`config.mk`:
```
export PLATFORM = sky130hd
export DESIGN_NAME = firmware_packet_receiver
export DESIGN_NICKNAME = d
export VERILOG_FILES = /design/src/rtl/core/fpr_pkg.sv /design/src/rtl/core/fpr_proto.sv /design/src/rtl/core/fpr_outq.sv /design/src/rtl/core/firmware_packet_receiver.sv
export VERILOG_INCLUDE_DIRS = /design/src /design/src/rtl/core
export SDC_FILE = /design/constraint.sdc
export NUM_CORES = 1
export LEC_CHECK = 0
export BUFFER_PORTS_ARGS = -buffer_cell sky130_fd_sc_hd__buf_2
export CAP_MARGIN = 20
export CORE_MARGIN = 3
export CORE_UTILIZATION = 50
export CTS_CLUSTER_SIZE = 16
export DETAILED_ROUTE_END_ITERATION = 12
export GPL_ROUTABILITY_DRIVEN = 1
export PLACE_DENSITY = 0.7
export SYNTH_ARGS = -nofsm -noshare
export SYNTH_HDL_FRONTEND = slang
export SYNTH_SLANG_ARGS = --single-unit
```
`constraint.sdc`:
```
create_clock -name clock -period 9.3 [get_ports clock]
set_input_delay 2.325 -clock clock [delete_from_list [all_inputs] [get_ports clock]]
set_output_delay 2.325 -clock clock [all_outputs]
set_load 0.01 [all_outputs]
```
`src/rtl/core/assert_macros.svh`:
```
// Assertion helpers shared by the RTL. Both sample on the rising edge of clock.
`ifndef ASSERT_MACROS_SVH
`define ASSERT_MACROS_SVH

// Property checked outside reset only.
`define FPR_ASSERT(name, prop) \
   name: assert property (@(posedge clock) disable iff (reset) prop) \
      else $error("firmware_packet_receiver: assertion failed");

// Property checked at every edge, reset included.
`define FPR_ASSERT_ALWAYS(name, prop) \
   name: assert property (@(posedge clock) prop) \
      else $error("firmware_packet_receiver: assertion failed");

`endif

```
`src/rtl/core/fpr_pkg.sv`:
```
`default_nettype none
package fpr_pkg;

   localparam int unsigned CHUNK_MAX = 256;

   localparam logic [7:0] START_BYTE = 8'hAA;
   localparam logic [7:0] ACK_BYTE   = 8'h79;
   localparam logic [7:0] NACK_BYTE  = 8'h1F;

   localparam logic [15:0] CHUNK_MAX_LEN = 16'(CHUNK_MAX);
   localparam logic [15:0] TICK_SATURATE = 16'hFFFF;

   localparam logic [31:0] IMAGE_BASE_RESET    = 32'd0;
   localparam logic [20:0] IMAGE_LIMIT_RESET   = 21'd131072;
   localparam logic [15:0] START_TIMEOUT_RESET = 16'd3000;
   localparam logic [15:0] BYTE_TIMEOUT_RESET  = 16'd1000;

   typedef enum logic [1:0] {
      CMD_BYTE    = 2'd0,
      CMD_TICK    = 2'd1,
      CMD_SESSION = 2'd2
   } command_type;

   typedef enum logic [1:0] {
      CSR_IMAGE_BASE    = 2'd0,
      CSR_IMAGE_LIMIT   = 2'd1,
      CSR_START_TIMEOUT = 2'd2,
      CSR_BYTE_TIMEOUT  = 2'd3
   } csr_index_type;

   typedef enum logic [1:0] {
      KIND_PAYLOAD = 2'd0,
      KIND_ERASE   = 2'd1,
      KIND_COMMIT  = 2'd2,
      KIND_REPLY   = 2'd3
   } kind_type;

   typedef enum logic [2:0] {
      ST_OK        = 3'd0,
      ST_NO_UPDATE = 3'd1,
      ST_BAD_FRAME = 3'd2,
      ST_TIMEOUT   = 3'd3,
      ST_TOO_LARGE = 3'd4
   } status_type;

   typedef enum logic [2:0] {
      PH_IDLE    = 3'd0,
      PH_START   = 3'd1,
      PH_LEN_HI  = 3'd2,
      PH_LEN_LO  = 3'd3,
      PH_PAYLOAD = 3'd4,
      PH_CK_HI   = 3'd5,
      PH_CK_LO   = 3'd6
   } phase_type;

   typedef struct packed {
      logic [31:0] image_base;
      logic [20:0] image_limit;
      logic [15:0] start_timeout_ms;
      logic [15:0] byte_timeout_ms;
   } cfg_type;

   typedef struct packed {
      logic [1:0]  kind;
      logic [7:0]  byte_value;
      logic [31:0] address;
      logic [8:0]  chunk_length;
      logic [2:0]  status;
      logic        session_end;
   } rsp_rec_type;

   // Up to three results caused by one request, in order from rec[0].
   typedef struct packed {
      logic [1:0]             count;
      rsp_rec_type [2:0]      rec;
   } rsp_group_type;

endpackage
`default_nettype wire

```
`src/rtl/core/fpr_proto.sv`:
```
`default_nettype none
module fpr_proto (
   input  wire logic                  clock,
   input  wire logic                  reset,
   input  wire logic                  step,
   input  wire logic [1:0]            command,
   input  wire logic [7:0]            rx_byte,
   input  wire fpr_pkg::cfg_type      cfg,
   output fpr_pkg::rsp_group_type     group
);
   import fpr_pkg::*;

   phase_type   phase_ff, phase_in;
   logic        first_ff, first_in;
   logic [15:0] plen_ff, plen_in;
   logic [8:0]  idx_ff, idx_in;
   logic [15:0] sum_ff, sum_in;
   logic [7:0]  chb_ff, chb_in;
   logic [20:0] written_ff, written_in;
   logic [15:0] tc_ff, tc_in;

   logic        tick_arm;
   logic        tick_expire;
   logic [15:0] tc_inc;
   logic [15:0] tick_limit;
   status_type  tick_status;
   logic [15:0] len_full;
   logic [15:0] sum_next;
   logic [8:0]  idx_next;
   logic        ck_ok;
   logic        too_large;
   logic [21:0] total;
   logic [31:0] pay_addr;
   logic [31:0] commit_addr;

   function automatic rsp_rec_type mk_rec(kind_type k, logic [7:0] v, logic [31:0] a,
                                          logic [8:0] l, status_type s, logic e);
      rsp_rec_type r;
      r.kind         = k;
      r.byte_value   = v;
      r.address      = a;
      r.chunk_length = l;
      r.status       = s;
      r.session_end  = e;
      return r;
   endfunction

   // The start timeout only runs while waiting for the first packet of a session.
   assign tick_arm = (phase_ff == PH_START && first_ff) || phase_ff == PH_LEN_HI ||
                     phase_ff == PH_LEN_LO || phase_ff == PH_PAYLOAD ||
                     phase_ff == PH_CK_HI || phase_ff == PH_CK_LO;
   assign tc_inc      = (tc_ff == TICK_SATURATE) ? tc_ff : tc_ff + 16'd1;
   assign tick_limit  = (phase_ff == PH_START) ? cfg.start_timeout_ms : cfg.byte_timeout_ms;
   assign tick_status = (phase_ff == PH_START) ? ST_NO_UPDATE : ST_TIMEOUT;
   assign tick_expire = tick_arm && (tc_inc >= tick_limit);

   assign len_full    = {plen_ff[15:8], rx_byte};
   assign sum_next    = sum_ff + {8'd0, rx_byte};
   assign idx_next    = idx_ff + 9'd1;
   assign ck_ok       = ({chb_ff, rx_byte} == sum_ff);
   assign total       = {1'b0, written_ff} + {6'd0, plen_ff};
   assign too_large   = total > {1'b0, cfg.image_limit};
   assign commit_addr = cfg.image_base + {11'd0, written_ff};
   assign pay_addr    = commit_addr + {23'd0, idx_ff};

   always_comb begin
      phase_in   = phase_ff;
      first_in   = first_ff;
      plen_in    = plen_ff;
      idx_in     = idx_ff;
      sum_in     = sum_ff;
      chb_in     = chb_ff;
      written_in = written_ff;
      tc_in      = tc_ff;
      if (step) begin
         unique case (command)
            CMD_BYTE: begin
               unique case (phase_ff)
                  PH_START: begin
                     if (rx_byte != START_BYTE) begin
                        phase_in = PH_IDLE;
                     end else begin
                        phase_in = PH_LEN_HI;
                        tc_in    = 16'd0;
                     end
                  end
                  PH_LEN_HI: begin
                     plen_in  = {rx_byte, 8'd0};
                     phase_in = PH_LEN_LO;
                  end
                  PH_LEN_LO: begin
                     plen_in = len_full;
                     if (len_full > CHUNK_MAX_LEN || len_full == 16'd0) begin
                        phase_in = PH_IDLE;
                     end else begin
                        idx_in   = 9'd0;
                        sum_in   = 16'd0;
                        tc_in    = 16'd0;
                        phase_in = PH_PAYLOAD;
                     end
                  end
                  PH_PAYLOAD: begin
                     sum_in = sum_next;
                     idx_in = idx_next;
                     if ({7'd0, idx_next} >= plen_ff) begin
                        phase_in = PH_CK_HI;
                        tc_in    = 16'd0;
                     end
                  end
                  PH_CK_HI: begin
                     chb_in   = rx_byte;
                     phase_in = PH_CK_LO;
                  end
                  PH_CK_LO: begin
                     if (!ck_ok || too_large) begin
                        phase_in = PH_IDLE;
                     end else begin
                        written_in = total[20:0];
                        first_in   = 1'b0;
                        phase_in   = PH_START;
                        tc_in      = 16'd0;
                     end
                  end
                  default: ;
               endcase
            end
            CMD_TICK: begin
               if (tick_arm) begin
                  tc_in = tc_inc;
                  if (tick_expire) begin
                     phase_in = PH_IDLE;
                  end
               end
            end
            CMD_SESSION: begin
               phase_in   = PH_START;
               first_in   = 1'b1;
               plen_in    = 16'd0;
               idx_in     = 9'd0;
               sum_in     = 16'd0;
               chb_in     = 8'd0;
               written_in = 21'd0;
               tc_in      = 16'd0;
            end
            default: ;
         endcase
      end
   end

   always_comb begin
      group = '0;
      unique case (command)
         CMD_BYTE: begin
            unique case (phase_ff)
               PH_START: begin
                  if (rx_byte != START_BYTE) begin
                     group.count  = 2'd1;
                     group.rec[0] = mk_rec(KIND_REPLY, NACK_BYTE, '0, '0, ST_BAD_FRAME, 1'b1);
                  end
               end
               PH_LEN_LO: begin
                  if (len_full > CHUNK_MAX_LEN) begin
                     group.count  = 2'd1;
                     group.rec[0] = mk_rec(KIND_REPLY, NACK_BYTE, '0, '0, ST_TOO_LARGE, 1'b1);
                  end else if (len_full == 16'd0) begin
                     group.count  = 2'd1;
                     group.rec[0] = mk_rec(KIND_REPLY, ACK_BYTE, '0, '0,
                                           first_ff ? ST_NO_UPDATE : ST_OK, 1'b1);
                  end
               end
               PH_PAYLOAD: begin
                  group.count  = 2'd1;
                  group.rec[0] = mk_rec(KIND_PAYLOAD, rx_byte, pay_addr, '0, ST_OK, 1'b0);
               end
               PH_CK_LO: begin
                  if (!ck_ok) begin
                     group.count  = 2'd1;
                     group.rec[0] = mk_rec(KIND_REPLY, NACK_BYTE, '0, '0, ST_BAD_FRAME, 1'b1);
                  end else if (first_ff) begin
                     group.rec[0] = mk_rec(KIND_ERASE, '0, cfg.image_base, '0, ST_OK, 1'b0);
                     if (too_large) begin
                        group.count  = 2'd2;
                        group.rec[1] = mk_rec(KIND_REPLY, NACK_BYTE, '0, '0, ST_TOO_LARGE,
                                              1'b1);
                     end else begin
                        group.count  = 2'd3;
                        group.rec[1] = mk_rec(KIND_COMMIT, '0, commit_addr, plen_ff[8:0],
                                              ST_OK, 1'b0);
                        group.rec[2] = mk_rec(KIND_REPLY, ACK_BYTE, '0, '0, ST_OK, 1'b0);
                     end
                  end else if (too_large) begin
                     group.count  = 2'd1;
                     group.rec[0] = mk_rec(KIND_REPLY, NACK_BYTE, '0, '0, ST_TOO_LARGE, 1'b1);
                  end else begin
                     group.count  = 2'd2;
                     group.rec[0] = mk_rec(KIND_COMMIT, '0, commit_addr, plen_ff[8:0],
                                           ST_OK, 1'b0);
                     group.rec[1] = mk_rec(KIND_REPLY, ACK_BYTE, '0, '0, ST_OK, 1'b0);
                  end
               end
               default: ;
            endcase
         end
         CMD_TICK: begin
            if (tick_expire) begin
               group.count  = 2'd1;
               group.rec[0] = mk_rec(KIND_REPLY, NACK_BYTE, '0, '0, tick_status, 1'b1);
            end
         end
         default: ;
      endcase
   end

   always_ff @(posedge clock) begin
      if (reset) begin
         phase_ff   <= PH_IDLE;
         first_ff   <= 1'b1;
         plen_ff    <= '0;
         idx_ff     <= '0;
         sum_ff     <= '0;
         chb_ff     <= '0;
         written_ff <= '0;
         tc_ff      <= '0;
      end else begin
         phase_ff   <= phase_in;
         first_ff   <= first_in;
         plen_ff    <= plen_in;
         idx_ff     <= idx_in;
         sum_ff     <= sum_in;
         chb_ff     <= chb_in;
         written_ff <= written_in;
         tc_ff      <= tc_in;
      end
   end

endmodule
`default_nettype wire

```
`src/rtl/core/fpr_outq.sv`:
```
`default_nettype none
module fpr_outq (
   input  wire logic                  clock,
   input  wire logic                  reset,
   input  wire logic                  load,
   input  wire fpr_pkg::rsp_group_type group,
   output logic                       can_load,
   output logic                       rsp_valid,
   input  wire logic                  rsp_ready,
   output fpr_pkg::rsp_rec_type       rsp_rec,
   output logic                       rsp_last
);
   import fpr_pkg::*;

   rsp_group_type grp_ff;
   logic [1:0]    left_ff, left_in;
   logic [1:0]    pos_ff, pos_in;

   assign rsp_valid = (left_ff != 2'd0);
   assign rsp_last  = (left_ff == 2'd1);
   // A new group may replace the last result in the very cycle it is taken.
   assign can_load  = !rsp_valid || (rsp_last && rsp_ready);

   always_comb begin
      unique case (pos_ff)
         2'd1:    rsp_rec = grp_ff.rec[1];
         2'd2:    rsp_rec = grp_ff.rec[2];
         default: rsp_rec = grp_ff.rec[0];
      endcase
   end

   always_comb begin
      left_in = left_ff;
      pos_in  = pos_ff;
      if (load && can_load) begin
         left_in = group.count;
         pos_in  = 2'd0;
      end else if (rsp_valid && rsp_ready) begin
         left_in = left_ff - 2'd1;
         pos_in  = pos_ff + 2'd1;
      end
   end

   always_ff @(posedge clock) begin
      if (reset) begin
         left_ff <= '0;
         pos_ff  <= '0;
      end else begin
         left_ff <= left_in;
         pos_ff  <= pos_in;
      end
   end

   always_ff @(posedge clock) begin
      if (load && can_load) begin
         grp_ff <= group;
      end
   end

endmodule
`default_nettype wire

```
`src/rtl/core/firmware_packet_receiver.sv`:
```
// Pipeline: a request enters the input register at acceptance; its results are worked out
// from that register and loaded into the result register, from which the first is offered on rsp_.
// Throughput: one request per cycle while each yields at most one result and rsp_ready is high;
// a request with several results holds the result register until each is taken in turn on the
// single result port. Reset is synchronous: it empties both registers, idles the protocol and
// restores the configuration registers to their defaults.
`default_nettype none
`include "assert_macros.svh"
module firmware_packet_receiver (
   input  wire logic        clock,
   input  wire logic        reset,
   input  wire logic        csr_we,
   input  wire logic [1:0]  csr_index,
   input  wire logic [31:0] csr_wdata,
   input  wire logic        req_valid,
   output logic             req_ready,
   input  wire logic [1:0]  req_command,
   input  wire logic [7:0]  req_rx_byte,
   output logic             rsp_valid,
   input  wire logic        rsp_ready,
   output logic [1:0]       rsp_kind,
   output logic [7:0]       rsp_byte_value,
   output logic [31:0]      rsp_address,
   output logic [8:0]       rsp_chunk_length,
   output logic [2:0]       rsp_status,
   output logic             rsp_session_end,
   output logic             rsp_last
);
   import fpr_pkg::*;

   cfg_type       cfg_ff;
   logic          in_vld_ff;
   logic [1:0]    in_cmd_ff;
   logic [7:0]    in_byte_ff;
   logic          advance;
   logic          grp_load;
   logic          can_load;
   rsp_group_type group;
   rsp_rec_type   rsp_rec;

   always_ff @(posedge clock) begin
      if (reset) begin
         cfg_ff.image_base       <= IMAGE_BASE_RESET;
         cfg_ff.image_limit      <= IMAGE_LIMIT_RESET;
         cfg_ff.start_timeout_ms <= START_TIMEOUT_RESET;
         cfg_ff.byte_timeout_ms  <= BYTE_TIMEOUT_RESET;
      end else if (csr_we) begin
         unique case (csr_index)
            CSR_IMAGE_BASE:    cfg_ff.image_base       <= csr_wdata;
            CSR_IMAGE_LIMIT:   cfg_ff.image_limit      <= csr_wdata[20:0];
            CSR_START_TIMEOUT: cfg_ff.start_timeout_ms <= csr_wdata[15:0];
            CSR_BYTE_TIMEOUT:  cfg_ff.byte_timeout_ms  <= csr_wdata[15:0];
            default: ;
         endcase
      end
   end

   // A request with no results never waits on the result register.
   assign advance   = in_vld_ff && (group.count == 2'd0 || can_load);
   assign grp_load  = advance && (group.count != 2'd0);
   assign req_ready = !in_vld_ff || advance;

   always_ff @(posedge clock) begin
      if (reset) begin
         in_vld_ff <= 1'b0;
      end else if (req_ready) begin
         in_vld_ff <= req_valid;
      end
   end

   always_ff @(posedge clock) begin
      if (req_valid && req_ready) begin
         in_cmd_ff  <= req_command;
         in_byte_ff <= req_rx_byte;
      end
   end

   fpr_proto u_proto (
      .clock   (clock),
      .reset   (reset),
      .step    (advance),
      .command (in_cmd_ff),
      .rx_byte (in_byte_ff),
      .cfg     (cfg_ff),
      .group   (group)
   );

   fpr_outq u_outq (
      .clock     (clock),
      .reset     (reset),
      .load      (grp_load),
      .group     (group),
      .can_load  (can_load),
      .rsp_valid (rsp_valid),
      .rsp_ready (rsp_ready),
      .rsp_rec   (rsp_rec),
      .rsp_last  (rsp_last)
   );

   assign rsp_kind         = rsp_rec.kind;
   assign rsp_byte_value   = rsp_rec.byte_value;
   assign rsp_address      = rsp_rec.address;
   assign rsp_chunk_length = rsp_rec.chunk_length;
   assign rsp_status       = rsp_rec.status;
   assign rsp_session_end  = rsp_rec.session_end;

   `FPR_ASSERT(a_group_shown, grp_load |=> rsp_valid)
   `FPR_ASSERT(a_end_last, rsp_valid && rsp_session_end |-> rsp_last && rsp_kind == KIND_REPLY)
   `FPR_ASSERT(a_last_drains, (rsp_valid && rsp_last && rsp_ready && !grp_load) |=> !rsp_valid)
   `FPR_ASSERT_ALWAYS(a_reset_empties, reset |=> (!rsp_valid && !in_vld_ff))

endmodule
`default_nettype wire
```
==> summary.md, run 1 <==
| Metric | Value |
|---|---|
| Outcome | completed |
| Hold Fails Final Rpt | 0 |
| CP Data Required Time | 6.98 ns |
| NumNets Final | 2300 |
| Total grt overflow | 0 |
| Initial DRT Pass Iterations | 5 |
| DRT iter0 DRCs | 1392 |
| Setup bufs post-CTS | 0 |
| Comb power frac | 8.7% |
| Achievable Freq | 117 MHz |
| Die width | 192 µm |
| Met1 Resource Use GR | 39.6% |
| R2R setup slack | 2.26 ns |
| Cell Int Power | 0.00236 W |
| Register bit total from synthesis | 291 |
| Clock Latency Late Sink | 0.53 ns |
| Syn Inst Count | 2076 |
| # IOs | 107 |
| Initial antenna violation count | 0 |
| Ys flop type | dfxtp_1 |
| Yosys cell types | 73 |
| Sw Share | 23.9% |
| Effective utilization at floorplan | 51.3% |
| Dominant cells by area after synthesis | dfxtp_1 21%, edfxtp_1 19%, ha_1 8.1% |
| Detailed Place HPWL | 36800 µm |
| Die height | 192 µm |
| Net switching component of the power | 0.000743 W |
| Peak VDD IR | 0.000154 V |
| Tcrit/Tclk final | 91.9% |
| Synth top area share | 20.7% |
| Root buf cell | clkbuf_16 |
| Ys async rst share | 0% |
| Post-DRT Antenna Nets | 0 |
| Static Leak | 7.84 nW |
| Slew HR | 32.2% |
| Worst path arrival time | 6.22 ns |
| Worst Hold End | cfg_ff[36]$_SDFFE_PP0P_ |
| H-tree lvl count | 2 |
| Sequential cell area fraction in the yosys report | 39.9% |
| PostCTS Resize Cnt | 0 |
| Worst Max-Slew Pin Slew | 1.01 ns |
| Clock transition at path regs | 0.06 ns |
| Hold slack | 0.454 ns |
| I/O Buffers | 106 |
| Cell Area, Synth | 17400 µm² |
| Syn nets | 2241 |
| Gr usage total | 26.8% |
| YS warnings | 0 |
| Final WL | 50200 µm |
| Yosys top cell by area | dfxtp_1 |
| Vias in the first global route | 14500 |
| Reg2reg end | u_proto.sum_ff[4]$_SDFFE_PP0P_ |
| Layout cell share with drive strength beyond 1 | 9.65% |
| Max Cap Viol | 0 |
| Setup CP Type | reg2out |
| Remaining DRCs | 0 |
| FF-to-FF path depth | 28 |
| Final Setup Violations | 0 |
| N_diodes | 0 |
| Placed cell count | 2545 |
| Core area | 33900 µm² |
| CTS tree | done |
| Cell depth of the worst hold path | 2 |
| TritonCTS Buffers | 34 |
| GPL Wtd Cong | 0.931 |
| Die area | 37100 µm² |
| Min-delay worst type | reg2reg |
| Worst clock skew | 0.0284 ns |
| Fillers | 3123 |
| Power share of the clock group | 47.5% |
| HP Start | cfg_ff[36]$_SDFFE_PP0P_ |
| GR Util met2 | 41.8% |
| Reg power frac | 43.8% |
| Critical Path Sink Type | output pin |
| First-pass GRT wire length | 79500 µm |
| Routed vias | 15600 |
| Finished Layout Cells | 2604 |
| R2r startpoint | u_proto.plen_ff[0]$_SDFFE_PP0P_ |
| Sum Neg Setup Slack | 0 ns |
| Max-slew violations | 0 |
| Crit Path Max Fanout | 19 |
| Area delta synth->final | 12.2% |
| Final min period | 8.54 ns |
| Met3 usage in global routing | 3.52% |
| Cts hold-fix bufs | 0 |
| P per Cell Area | 159 nW/µm² |
| Grt peak-use layer | met2 |
| Row cnt | 67 |
| Avg WL per Cell | 19.3 µm |
| Max clock buf depth | 3 |
| Pin count of the biggest net entering global routing | 80 |
| Startpoint Class | flip-flop |
| RSZ-0062 raised after global routing | no |
| EDFF count, synth | 111 |
| Vias/cell | 5.99 |
| Clk sink count | 291 |
| Avg Inst Size Synth | 8.38 µm² |
registers in the layout (all words and copies together), names as in the netlist:
register,flops
u_outq.grp_ff,101
u_proto.plen_ff,16
cfg_ff,85
u_proto.chb_ff,8
in_cmd_ff,2
u_proto.first_ff,1
u_proto.written_ff,21
u_outq.left_ff,2
u_outq.pos_ff,2
u_proto.tc_ff,16
u_proto.idx_ff,9
in_byte_ff,8
in_vld_ff,1
u_proto.sum_ff,16
u_proto.phase_ff,3
power by group through the flow:
stage | Clock, W | Combinational, W | Sequential, W
floorplan | 0 | 0.000185 | 0.00137
global placement | 0 | 0.000264 | 0.00139
detailed placement | 0 | 0.000268 | 0.00139
CTS | 0.00150 | 0.000269 | 0.00136
global route | 0.00156 | 0.000299 | 0.00136
finish | 0.00148 | 0.000270 | 0.00136
critical path, stage by stage, from the launching register on:
cell       delay [ns]
dfxtp_1          0.35
ha_1             0.23
fa_1             0.42
a21o_1           0.20
a21oi_1          0.32
o21ai_0          0.16
a21bo_2          0.26
a41oi_1          0.31
a21oi_1          0.21
and3_1           0.27
xor2_1           0.15
ha_1             0.30
nand3_1          0.12
a2bb2oi_1        0.18
a21oi_1          0.10
o31ai_1          0.20
a21oi_1          0.09
nor3_2           0.19
buf_4            0.23
inv_2            0.18
ha_1             0.27
or2_2            0.35
and3_1           0.21
nor2_1           0.20
inv_1            0.05
buf_2            0.14
kinds of logic (layout without fill, tap and decap cells):
kind of cell / after synthesis / in the layout / synth area share, %
and+or+nand+nor: 807 / 807 / 21.9
DFF: 291 / 291 / 39.9
buffers and inverters: 195 / 275 / 4.21
xor gates and xnor gates: 102 / 102 / 5.14
AOI/OAI and AO/OA: 546 / 546 / 19.2
adders and majority gates: 116 / 116 / 8.52
muxes: 19 / 19 / 1.11
placed cells by master (no fill, tap or decap), drive strengths merged, types with 52 or more instances in the layout:
| cell type | instances |
|---|---|
| nand2 | 359 |
| a21oi | 238 |
| dfxtp | 180 |
| nor2 | 137 |
| buf | 130 |
| ha | 112 |
| edfxtp | 111 |
| o21ai | 93 |
| inv | 87 |
| nand3 | 78 |
| xnor2 | 63 |
| nor3 | 52 |
layer usage:
layer  vias to the layer above  wire length, µm
met1                      7456            23600
met5                         -                0
met2                       503            22300
li1                       7569                -
met3                        75             3150
met4                         0             1190
per-stage QoR:
step                      utilization, %  setup WS, ns  power (W)  cell area [µm²]
after detailed placement            53.9          1.48    0.00166            18300
after global placement              53.9          1.56    0.00165            18300
after global routing                57.6         0.399    0.00322            19500
after floorplan                        -          1.48    0.00156            17400
final                               57.6         0.757    0.00311            19500
after CTS                           57.6         0.808    0.00313            19500
layout make-up:
type,instances,area [µm²],share of cell area (%)
Tap cell,448,561,2.87
Multi-Input combinational cell,1590,9740,49.9
Clock buffer,39,901,4.62
Sequential cell,291,6940,35.5
Inverter,87,327,1.67
Timing Repair Buffer,131,721,3.69
Clock inverter,18,334,1.71
cell usage after synthesis (4+ instances only):
cell type,number
buf_1,5
a211o_1,6
ha_1,112
or3_1,7
o22ai_1,20
a31oi_1,12
fa_1,4
or2_2,6
and3_1,23
and2_1,21
xor2_1,39
a2bb2oi_1,6
nor4b_1,11
nor3b_1,6
a21oi_1,238
nor2_1,137
nand3_1,78
o211ai_1,17
nand3b_1,7
nor4_1,11
nor2b_1,7
o21ai_0,90
or4_1,12
inv_1,85
and4_1,5
nand4_1,22
a21boi_0,5
a21o_1,36
o21bai_1,6
xnor2_1,63
a211oi_1,14
mux2i_1,17
a22o_1,38
clkbuf_1,103
nand2b_1,12
nand2_1,359
dfxtp_1,180
edfxtp_1,111
nor3_1,50
o31ai_1,5
a22oi_1,9
nand4b_1,23
o21a_1,14
worst max-delay path by stage:
stage / start / to / slack, ns / cells after the start
after CTS: u_proto.plen_ff[0]$_SDFFE_PP0P_ / req_ready / 0.81 / 25
after floorplan: u_proto.written_ff[0]$_SDFFE_PP0P_ / u_outq.grp_ff[0]$_SDFFCE_PN0P_ / 1.48 / 23
after detailed placement: u_proto.plen_ff[0]$_SDFFE_PP0P_ / req_ready / 1.48 / 25
after global routing: u_proto.plen_ff[0]$_SDFFE_PP0P_ / req_ready / 0.40 / 25
final: u_proto.plen_ff[0]$_SDFFE_PP0P_ / req_ready / 0.76 / 25
after global placement: u_proto.plen_ff[0]$_SDFFE_PP0P_ / req_ready / 1.56 / 25
(Power assumes the default switching activity.)
==> inputs of run 2 (changes only) <==
Settings changed: RECOVER_POWER set to 100.
==> run 2 against run 1 <==
Design area fell by 0.53%. Clock-buffer cell count did not move. Combinational power shrank 1%. Largest cell class unchanged. Non-clock buffer count stayed put. First-iteration DRC count decreased by 1.1%. Critical path depth unchanged. Power down 0.10%. The run now ends with max-capacitance violations, max-slew violations left. Critical endpoint unchanged. Utilization down 0.31 points. Clock power barely moved. Sequential share of layout area rose by 0.19 points.
==> summary.md, run 2 (synthesis gave the netlist of run 1 again) <==
| Metric | Value |
|---|---|
| Root buf cell | clkbuf_16 |
| Final WL | 50300 µm (+0.19%) |
| Die width | 192 µm (unchanged) |
| Startpoint Class | flip-flop |
| CTS tree | done |
| TritonCTS Buffers | 34 (unchanged) |
| Row cnt | 67 (unchanged) |
| Slew HR | -94.0% (-130 points) |
| Vias in the first global route | 14500 (unchanged) |
| Number of flip-flops in the largest register | 101 (unchanged) |
| Max-slew violations | 183 (+183) |
| RSZ-0062 raised after global routing | no |
| Initial DRT Pass Iterations | 6 (+1) |
| Gr usage total | 26.8% (unchanged) |
| Final worst slack | 0.810 ns (+0.0527 ns) |
| Post-DRT Antenna Nets | 0 (unchanged) |
| Remaining DRCs | 0 (unchanged) |
| Clk sink count | 291 (unchanged) |
| Max clock buf depth | 3 (unchanged) |
| Pin count of the biggest net entering global routing | 80 (unchanged) |
| Final min period | 8.49 ns (-0.0527 ns) |
| Achievable Freq | 118 MHz (+0.62%) |
| Layout cell share with drive strength beyond 1 | 6.49% (-3.2 points) |
| Place WS | 1.48 ns (unchanged) |
| Final Setup Violations | 0 (unchanged) |
| Vias/cell | 6.00 (+0.16%) |
| Area delta synth->final | 11.6% |
| Seq. cell area | 6940 µm² (unchanged) |
| Clock Latency Late Sink | 0.52 ns (about the same) |
| Finished Layout Cells | 2604 (unchanged) |
| I/O Buffers | 106 (unchanged) |
| N_diodes | 0 (unchanged) |
| Sum Neg Setup Slack | 0 ns (unchanged) |
| Hold Fails Final Rpt | 0 (unchanged) |
| Fillers | 3165 (+1.3%) |
| Outcome | finished, violations left |
| Most frequent cells in the layout | 359 x nand2_1, 238 x a21oi_1, 179 x dfxtp_1 |
| Largest Register | u_outq.grp_ff |
| Cts hold-fix bufs | 0 (unchanged) |
| R2R setup slack | 1.02 ns (-1.24 ns) |
| Routed vias | 15600 (+0.16%) |
| Die height | 192 µm (unchanged) |
| Final Instance Area | 19400 µm² (-0.53%) |
| HP Start | cfg_ff[17]$_SDFFE_PP0P_ |
| # IOs | 107 (unchanged) |
| Static Leak | 7.56 nW (-3.5%) |
| Setup CP Type | reg2out |
| Failing checks | max-capacitance violations, max-slew violations |
| Crit Path Max Fanout | 19 (unchanged) |
| NumNets Final | 2300 (unchanged) |
| Max Cap Viol | 4 (+4) |
| Post-DP Area | 18300 µm² (unchanged) |
| Footprint of the multi-input gates | 9740 µm² (about the same) |
| DRT iter0 DRCs | 1376 (-1.1%) |
| Core area | 33900 µm² (unchanged) |
| Worst Max-Slew Pin Slew | 2.91 ns (+1.90 ns) |
| P per Cell Area | 160 nW/µm² (+0.43%) |
| Peak VDD IR | 0.000154 V (about the same) |
| FF-to-FF path depth | 25 (-11%) |
| Effective utilization at floorplan | 51.3% (unchanged) |
| Reg2reg end | u_outq.grp_ff[87]$_SDFFCE_PN0P_ |
| Worst path arrival time | 6.16 ns (-0.06 ns) |
| Min-delay worst type | reg2reg |
| Largest regs | u_outq.grp_ff x101, cfg_ff x85, u_proto.written_ff x21 |
| Total power | 0.00310 W (-0.10%) |
| Total grt overflow | 0 (unchanged) |
| Detailed Place HPWL | 36800 µm (unchanged) |
| Commonest non-fill, non-tap cell in the layout | nand2_1 |
| Tcrit/Tclk final | 91.3% (-0.57 points) |
| H-tree lvl count | 2 (unchanged) |
| Avg WL per Cell | 19.3 µm (+0.19%) |
| GPL Wtd Cong | 0.931 (unchanged) |
| Initial antenna violation count | 0 (unchanged) |
| Critical Path Sink Type | output pin |
| Worst clock skew | 0.0276 ns (-0.000852 ns) |
| PostCTS Resize Cnt | 0 (unchanged) |
| Die area | 37100 µm² (unchanged) |
| Cell depth of the worst hold path | 2 (unchanged) |
| First-pass GRT wire length | 79500 µm (unchanged) |
| CP Data Required Time | 6.98 ns (about the same) |
| Setup bufs post-CTS | 0 (unchanged) |
| Placed cell count | 2545 (unchanged) |
| Clock transition at path regs | 0.06 ns (about the same) |
| R2r startpoint | u_proto.plen_ff[0]$_SDFFE_PP0P_ |
| Worst Hold End | cfg_ff[17]$_SDFFE_PP0P_ |
==> run 2: critical path: stages, from the launching register on <==
cell and delay [ns]:
dfxtp_1 0.35, ha_1 0.23, fa_1 0.42, a21o_1 0.20, a21oi_1 0.31, o21ai_0 0.16
a21bo_2 0.27, a41oi_1 0.28, a21oi_1 0.20, and3_1 0.27, xor2_1 0.15, ha_1 0.30
nand3_1 0.12, a2bb2oi_1 0.18, a21oi_1 0.10, o31ai_1 0.20, a21oi_1 0.09, nor3_2 0.19
buf_4 0.23, inv_2 0.18, ha_1 0.27, or2_2 0.34, and3_1 0.21, nor2_1 0.20
inv_1 0.06, clkbuf_1 0.12
==> run 2: how the worst max path moves through the flow <==
stage | startpoint | slack (ns) | cells after the start | end
global route | u_proto.plen_ff[0]$_SDFFE_PP0P_ | 0.37 | 25 | u_outq.grp_ff[87]$_SDFFCE_PN0P_
global placement | u_proto.plen_ff[0]$_SDFFE_PP0P_ | 1.56 | 25 | req_ready
detailed placement | u_proto.plen_ff[0]$_SDFFE_PP0P_ | 1.48 | 25 | req_ready
finish | u_proto.plen_ff[0]$_SDFFE_PP0P_ | 0.81 | 25 | req_ready
floorplan | u_proto.written_ff[0]$_SDFFE_PP0P_ | 1.48 | 23 | u_outq.grp_ff[0]$_SDFFCE_PN0P_
CTS | u_proto.plen_ff[0]$_SDFFE_PP0P_ | 0.81 | 25 | req_ready
==> run 2: per-stage QoR <==
| stage | hold slack [ns] | utilization [%] |
|---|---|---|
| floorplan | 0.436 | - |
| CTS | 0.453 | 57.6 |
| global placement | 0.441 | 53.9 |
| global route | 0.471 | 57.3 |
| detailed placement | 0.446 | 53.9 |
| finish | 0.453 | 57.3 |
==> run 2: per-layer routing <==
metal | vias up | global-route usage (%) | share of wire (%)
met5 | - | 0 | 0
met4 | 0 | 6.61 | 2.4
met3 | 75 | 3.52 | 6.5
met2 | 511 | 41.8 | 44
met1 | 7473 | 39.6 | 47
li1 | 7569 | - | -
==> run 2: area by class of cell <==
| cell class | count | area share, % |
|---|---|---|
| Sequential cell | 291 | 35.7 |
| Tap cell | 448 | 2.89 |
| Timing Repair Buffer | 131 | 3.19 |
| Clock inverter | 18 | 1.72 |
| Multi-Input combinational cell | 1590 | 50.1 |
| Inverter | 87 | 1.68 |
| Clock buffer | 39 | 4.64 |
==> run 2: report_power, final <==
| part | internal [W] | switching (W) | leakage, nW |
|---|---|---|---|
| combinational | 0.0000801 | 0.000185 | 4.25 |
| sequential | 0.00134 | 0.0000264 | 2.71 |
| clock | 0.000945 | 0.000532 | 0.600 |
